`src/design/irt_pkg.sv`:
```
package irt_pkg;

   // action codes carried in the request word
   localparam logic [1:0] ACT_FIND    = 2'd0;
   localparam logic [1:0] ACT_RESERVE = 2'd1;
   localparam logic [1:0] ACT_QUERY   = 2'd2;
   localparam logic [1:0] ACT_CLEAR   = 2'd3;

   // request word
   typedef struct packed {
      logic [1:0]  action;
      logic [3:0]  worker_index;
      logic [23:0] time_value;
      logic        use_now;
      logic [23:0] now_time;
      logic [23:0] duration;
      logic [7:0]  task_tag;
   } req_word_type;

   // response word
   typedef struct packed {
      logic        ok;
      logic [23:0] span_start;
      logic [23:0] span_end;
      logic        end_open;
      logic [7:0]  found_task;
   } rsp_word_type;

   // controller to datapath
   typedef struct packed {
      logic load;
      logic clear_all;
      logic find_empty;
      logic init_write;
      logic scan_start;
      logic scan_run;
      logic shift_start;
      logic shift_run;
      logic write_a;
      logic write_b;
      logic commit;
      logic rsp_load;
   } dp_cmd_type;

   // datapath to controller
   typedef struct packed {
      logic [1:0] act;
      logic       bad;
      logic       cnt_zero;
      logic       ovf;
      logic       hit;
      logic       scan_end;
      logic       full;
      logic       need_zero;
      logic       move_zero;
      logic       need_b;
      logic       shift_done;
   } dp_status_type;

endpackage

```
`src/design/irt_ctrl.sv`:
```
module irt_ctrl (
   input  logic                  clock,
   input  logic                  reset,
   input  logic                  req_valid,
   output logic                  req_ready,
   output logic                  rsp_valid,
   input  logic                  rsp_ready,
   input  irt_pkg::dp_status_type status,
   output irt_pkg::dp_cmd_type   cmd
);

   typedef enum logic [7:0] {
      ST_IDLE   = 8'b0000_0001,
      ST_DECODE = 8'b0000_0010,
      ST_SCAN   = 8'b0000_0100,
      ST_RESV   = 8'b0000_1000,
      ST_SHIFT  = 8'b0001_0000,
      ST_WR_A   = 8'b0010_0000,
      ST_WR_B   = 8'b0100_0000,
      ST_DONE   = 8'b1000_0000
   } state_type;

   state_type state_ff, state_in;
   logic      rsp_valid_ff, rsp_valid_in;

   assign req_ready = (state_ff == ST_IDLE);
   assign rsp_valid = rsp_valid_ff;

   // next state and commands
   always_comb begin
      state_in = state_ff;
      cmd      = '0;
      unique case (state_ff)
         ST_IDLE: begin
            if (req_valid) begin
               cmd.load = 1'b1;
               state_in = ST_DECODE;
            end
         end
         ST_DECODE: begin
            priority if (status.act == irt_pkg::ACT_CLEAR) begin
               cmd.clear_all = 1'b1;
               state_in      = ST_DONE;
            end else if (status.bad) begin
               state_in = ST_DONE;
            end else if (status.act == irt_pkg::ACT_FIND && status.cnt_zero) begin
               cmd.find_empty = 1'b1;
               state_in       = ST_DONE;
            end else if (status.act == irt_pkg::ACT_RESERVE) begin
               cmd.init_write = status.cnt_zero;
               if (status.ovf) begin
                  state_in = ST_DONE;
               end else begin
                  cmd.scan_start = 1'b1;
                  state_in       = ST_SCAN;
               end
            end else begin
               cmd.scan_start = 1'b1;
               state_in       = ST_SCAN;
            end
         end
         ST_SCAN: begin
            cmd.scan_run = 1'b1;
            priority if (status.hit) begin
               state_in = (status.act == irt_pkg::ACT_RESERVE) ? ST_RESV : ST_DONE;
            end else if (status.scan_end) begin
               state_in = ST_DONE;
            end
         end
         ST_RESV: begin
            priority if (status.full) begin
               state_in = ST_DONE;
            end else if (!status.need_zero && !status.move_zero) begin
               cmd.shift_start = 1'b1;
               state_in        = ST_SHIFT;
            end else begin
               state_in = ST_WR_A;
            end
         end
         ST_SHIFT: begin
            cmd.shift_run = 1'b1;
            if (status.shift_done) begin
               state_in = ST_WR_A;
            end
         end
         ST_WR_A: begin
            cmd.write_a = 1'b1;
            if (status.need_b) begin
               state_in = ST_WR_B;
            end else begin
               cmd.commit = 1'b1;
               state_in   = ST_DONE;
            end
         end
         ST_WR_B: begin
            cmd.write_b = 1'b1;
            cmd.commit  = 1'b1;
            state_in    = ST_DONE;
         end
         ST_DONE: begin
            if (!rsp_valid_ff || rsp_ready) begin
               cmd.rsp_load = 1'b1;
               state_in     = ST_IDLE;
            end
         end
         default: state_in = ST_IDLE;
      endcase
   end

   // response valid flag
   always_comb begin
      if (cmd.rsp_load) begin
         rsp_valid_in = 1'b1;
      end else if (rsp_ready) begin
         rsp_valid_in = 1'b0;
      end else begin
         rsp_valid_in = rsp_valid_ff;
      end
   end

   always_ff @(posedge clock) begin
      if (reset) begin
         state_ff     <= ST_IDLE;
         rsp_valid_ff <= 1'b0;
      end else begin
         state_ff     <= state_in;
         rsp_valid_ff <= rsp_valid_in;
      end
   end

endmodule

```
`config.mk`:
```
export PLATFORM = sky130hd
export DESIGN_NAME = irt_ctrl
export DESIGN_NICKNAME = d
export VERILOG_FILES = /design/src/design/irt_pkg.sv /design/src/design/irt_ctrl.sv
export SDC_FILE = /design/constraint.sdc
export NUM_CORES = 1
export LEC_CHECK = 0
export ABC_AREA = 1
export BUFFER_PORTS_ARGS = -buffer_cell sky130_fd_sc_hd__buf_2
export CAP_MARGIN = 0
export CORE_MARGIN = 2
export CORE_UTILIZATION = 46
export DETAILED_ROUTE_END_ITERATION = 10
export HOLD_SLACK_MARGIN = 0.08
export PLACE_DENSITY_LB_ADDON = 0.05
export SETUP_SLACK_MARGIN = 0.4
export SYNTH_ARGS = -nofsm -noshare
export SYNTH_HDL_FRONTEND = slang
export SYNTH_SLANG_ARGS = --single-unit
```
`constraint.sdc`:
```
create_clock -name clock -period 1.5 [get_ports clock]
set_input_delay 0 -clock clock [delete_from_list [all_inputs] [get_ports clock]]
set_output_delay 0 -clock clock [all_outputs]
set_load 0.02 [all_outputs]
```
== Yosys cells after proc, flatten, opt, wreduce, memory -nomap -nowiden ==
Cells that the tools add are included.

* Bits in registers: 9
* Bits of input ports: 16
* Word-level logic and storage cells: 64

* Eq/ne operators: 14
* Mux-type cells: 39
* Reductions and logical operators: 9

{| class="wikitable"
|+ Operators with widths
! operator !! count
|-
| two-way mux 8 bit || 13
|-
| case mux 8 bit (8 select lines) || 1
|-
| two-way mux 1 bit || 19
|-
| == test 8 x 1 -> 1 bit (second input constant) || 1
|-
| == test 8 x 2 -> 1 bit (second input constant) || 1
|-
| == test 8 x 3 -> 1 bit (second input constant) || 1
|-
| == test 8 x 4 -> 1 bit (second input constant) || 1
|-
| == test 8 x 5 -> 1 bit (second input constant) || 1
|-
| == test 8 x 6 -> 1 bit (second input constant) || 1
|-
| == test 8 x 7 -> 1 bit (second input constant) || 1
|-
| == test 8 bit (second input constant) || 1
|-
| two-way mux 3 bit || 2
|-
| two-way mux 6 bit || 1
|-
| != test 2 bit (second input constant) || 3
|-
| two-way mux 4 bit || 1
|-
| AND reduction 4 bit || 1
|-
| zero test 1 bit || 3
|-
| != test 3 bit (second input constant) || 1
|-
| == test 2 x 1 -> 1 bit (second input constant) || 1
|-
| == test 2 bit (second input constant) || 1
|-
| logical AND 1 bit || 2
|-
| zero test 2 bit || 1
|-
| two-way mux 2 bit || 1
|-
| case mux 1 bit (2 select lines) || 1
|-
| 2 further kinds || 2
|}

== Logic depth before layout (Yosys ltp) ==
* Depth after elaboration: 6
* Depth in mapped cells: 10
* Gate-level depth less buffers: 10

== Worst setup path before layout ==
OpenSTA, ideal clock, no wires.

* Path kind: register -> register
* Start: reg state_ff[0]
* End: reg state_ff[0]
* Arrival time: 1168 ps
* Data required time: 1378 ps
* Slack: 209 ps
* Stages on the path, launching flop included: 9
* Buffers on the path: 0
* Clock period less this slack: 1291 ps
* Cell sequence: dfxtp_1 nor2_2 nand2_4 nor3_2 nor2_1 nand2_1 nor2_1 nand2_1 nand3b_1

* Word-level cells in the longest chain between the ends: 3
* Elaborated cells between the ends (all ways): 14
* Those cells by class: eq/ne: 12; mux: 1; reduce/logical: 1

{| class="wikitable"
|+ Ends and longest elaborated chain
! what !! RTL line !! RTL
|-
| start: declaration || irt_ctrl.sv:23 || <nowiki>state_type state_ff, state_in;</nowiki>
|-
| start signal: assignment || irt_ctrl.sv:126 || <nowiki>state_ff <= state_in;</nowiki>
|-
| == test 8 x 3 -> 1 bit (tied with other cells) || irt_ctrl.sv:33 || <nowiki>unique case (state_ff)</nowiki>
|-
| != test 3 bit (no source line) / != test 2 bit (equally long branches) || -- ||
|-
| AND reduction 4 bit (no source line) || -- ||
|}

Several ways; a longest one is shown, not always the timed one.
A chain may end at the register's enable or synchronous reset.

== Worst setup path in the final report ==
* Start: reg state_ff[4]
* End: reg state_ff[7]

The elaborated chain is that of the path after synthesis.

==> results.json <==
{
  "period_needed_ps": 1500,
  "ys_top_cells_by_count": "28 x nor2_1, 27 x nand2_1, 18 x inv_1, 9 x dfxtp_1, 9 x nand3_1",
  "maxSlewViolCount": 0,
  "synthTopCellsByArea": "dfxtp_1 25%, nor2_1 15%, nand2_1 14%",
  "grt_max_degree": 10,
  "leakagePower_nw": 0.676,
  "clkTransAtPathRegs_ps": 70,
  "final.setup.tns_ps": 0,
  "vias_per_cell": 5.29,
  "grt_pass1_wl_um": 3460,
  "post_drt_wl_per_cell_um": 15.2,
  "peakVddDrop_mv": 0.408,
  "nNetsFinal": 191,
  "dpl_worst_slack_ps": 219,
  "drv_cap": 0,
  "remaining_drc_errors": 0,
  "cp_max_fo": 4,
  "setup_viol": 0,
  "place.port_buffers": 29,
  "tightestPinTransition_ps": 356,
  "path_cells": "inv_2 > nand2_4 > nor2_8 > nand2_4 > buf_4 > buf_6 > nor2_1 > nor2_1 > nand2_1 > nand2_1 > a21oi_2",
  "area_growth_syn_to_layout_pct": 87.9,
  "synth_top_cell_by_area": "dfxtp_1",
  "core_mm2": 0.00149,
  "routed_wirelength_um": 2890,
  "slowest_delay_ps": 330,
  "final_util_pct": 90.3,
  "power_density_mw_per_mm2": 496,
  "setup_slack_ps": 0.958,
  "yosysMostFrequentCell": "nor2_1",
  "finalHoldViolCount": 0,
  "vias": 1005,
  "syn_inst": 122,
  "rows": 14,
  "yosys_warnings": 0,
  "yosysUniqueCellTypes": 23,
  "outcome": "finished, final reports clean",
  "critPathKind": "register to register",
  "die_w_um": 43.4,
  "mappedNetlistArea_um2": 716,
  "cp_num_buf_inv": 3,
  "hpwl_um": 1380,
  "synth_edf_count": 0,
  "ios": 30,
  "overflow": 0,
  "h-tree-depth": 1,
  "grtUsageTotal_pct": 24.5,
  "drive_above_1_share_pct": 61.5,
  "cts_made_buffers": 3,
  "antenna_found_initial": 0,
  "synthFlopType": "dfxtp_1",
  "clock_skew_ps": 1.30,
  "initial_utilization_pct": 48.1,
  "max_freq_ghz": 0.667,
  "synthDominantCellAreaShare_pct": 25.2,
  "fillers": 65,
  "crit_arrival_ps": 1700,
  "tritoncts": "yes",
  "stdcell_area_mm2": 0.00135,
  "critPathSlowestCell": "dfxtp_2",
  "critPathRequiredTime_ps": 1700,
  "root_buffer": "clkbuf_4",
  "grt_pass1_vias": 873,
  "fin_crit_sh_pct": 99.9,
  "crit_path_start_kind": "register",
  "syn_nets": 138,
  "ant_nets": 0,
  "ys_seq_area_share_pct": 25.2,
  "placed_cell_area_um2": 926,
  "critPathCaptureType": "register",
  "die_y_um": 43.4,
  "holdBufCountCts": 7,
  "path_delay_family": "simple AND/OR/NAND/NOR gates",
  "synth-async-reset-ratio_pct": 0,
  "clk_path_buf_depth": 2,
  "rsz0062_at_grt": "true",
  "min_path_type": "input pin to register",
  "gp_congestion": 0.843,
  "ys_ff_latch": 9,
  "slew_headroom_pct": 76.2,
  "die_area_mm2": 0.00189,
  "diodes": 0,
  "drt_iter0_drc": 39,
  "syn_area_per_cell_um2": 5.87,
  "firstDrtPassIters": 4,
  "insertion_delay_ps": 270,
  "cts_num_sinks": 9
}
metal layers:
metal  global-route usage, %  vias up  routed length (um)
met3                    5.42       14                 226
met1                    27.8      459                1060
met5                       0        -                   0
met4                    8.48        0                  95
met2                    44.8       61                1510
li1                        -      471                   -
area by class of cell:
cell class	count	area (um2)	area share [%]
Multi-Input combinational cell	88	611	45.4
Timing Repair Buffer	50	402	29.9
Sequential cell	9	193	14.3
Inverter	23	93.8	6.98
Clock buffer	4	26.3	1.95
Tap cell	16	20.0	1.49
worst reg2reg max path, delay by kind of cell, from the launching register on:
kind	cells	cell delay (ps)
and+or+nand+nor	7	660
buffers and inverters	3	340
DFF	1	330
AOI/OAI and AO/OA	1	110
final timing paths:
kind	slack (ps)	from	end	depth (start not counted)
max	1	state_ff[4]	state_ff[7]	11
min	30	status[3]	state_ff[4]	4
max reg2reg	1	state_ff[4]	state_ff[7]	11
min reg2reg	630	rsp_valid	rsp_valid	4
stage by stage:
| step | instances | hold WS, ps | total power [mW] |
|---|---|---|---|
| floorplan | 122 | 34.9 | 0.354 |
| global placement | 165 | 246 | 0.396 |
| CTS | 183 | 63.3 | 0.628 |
| finish | 190 | 34.5 | 0.667 |
| global route | 190 | 42.8 | 0.693 |
| detailed placement | 165 | 244 | 0.399 |
power by group:
group / leakage (nW) / switching [mW] / internal (mW)
registers: 0.0766 / 0.00915 / 0.247
logic: 0.585 / 0.124 / 0.0822
clock network: 0.0150 / 0.102 / 0.103
flip-flops by register name, summed over array words and instances, names as in the netlist:
name	flops
state_ff	8
rsp_valid	1
cell usage in the layout (no fill, tap or decap), drive strengths merged:
cell	n
a21oi	3
buf	43
clkbuf	4
dfxtp	9
dlygate4sd3	7
inv	23
nand2	32
nand3	9
nand3b	1
nor2	34
nor3	4
nor3b	1
nor4	2
o21ai	1
or2	1
logic make-up after synthesis:
family,after synthesis,share of synthesized area (%)
AND/OR/NAND/NOR,84,57.9
buffers and inverters,25,13.6
flip-flops,9,25.2
AO/OA/AOI/OAI,4,3.32
repair_timing:
item | 4_1_cts | 5_1_grt
gates resized for setup | 52 | 22
endpoints found under the setup margin | 17 | 20
buffers inserted | 7 | 7
pin swaps | 19 | 9
cloned | 0 | 0
endpoints found under the hold margin | 8 | 1
Power figures use the tool's default switching activity.
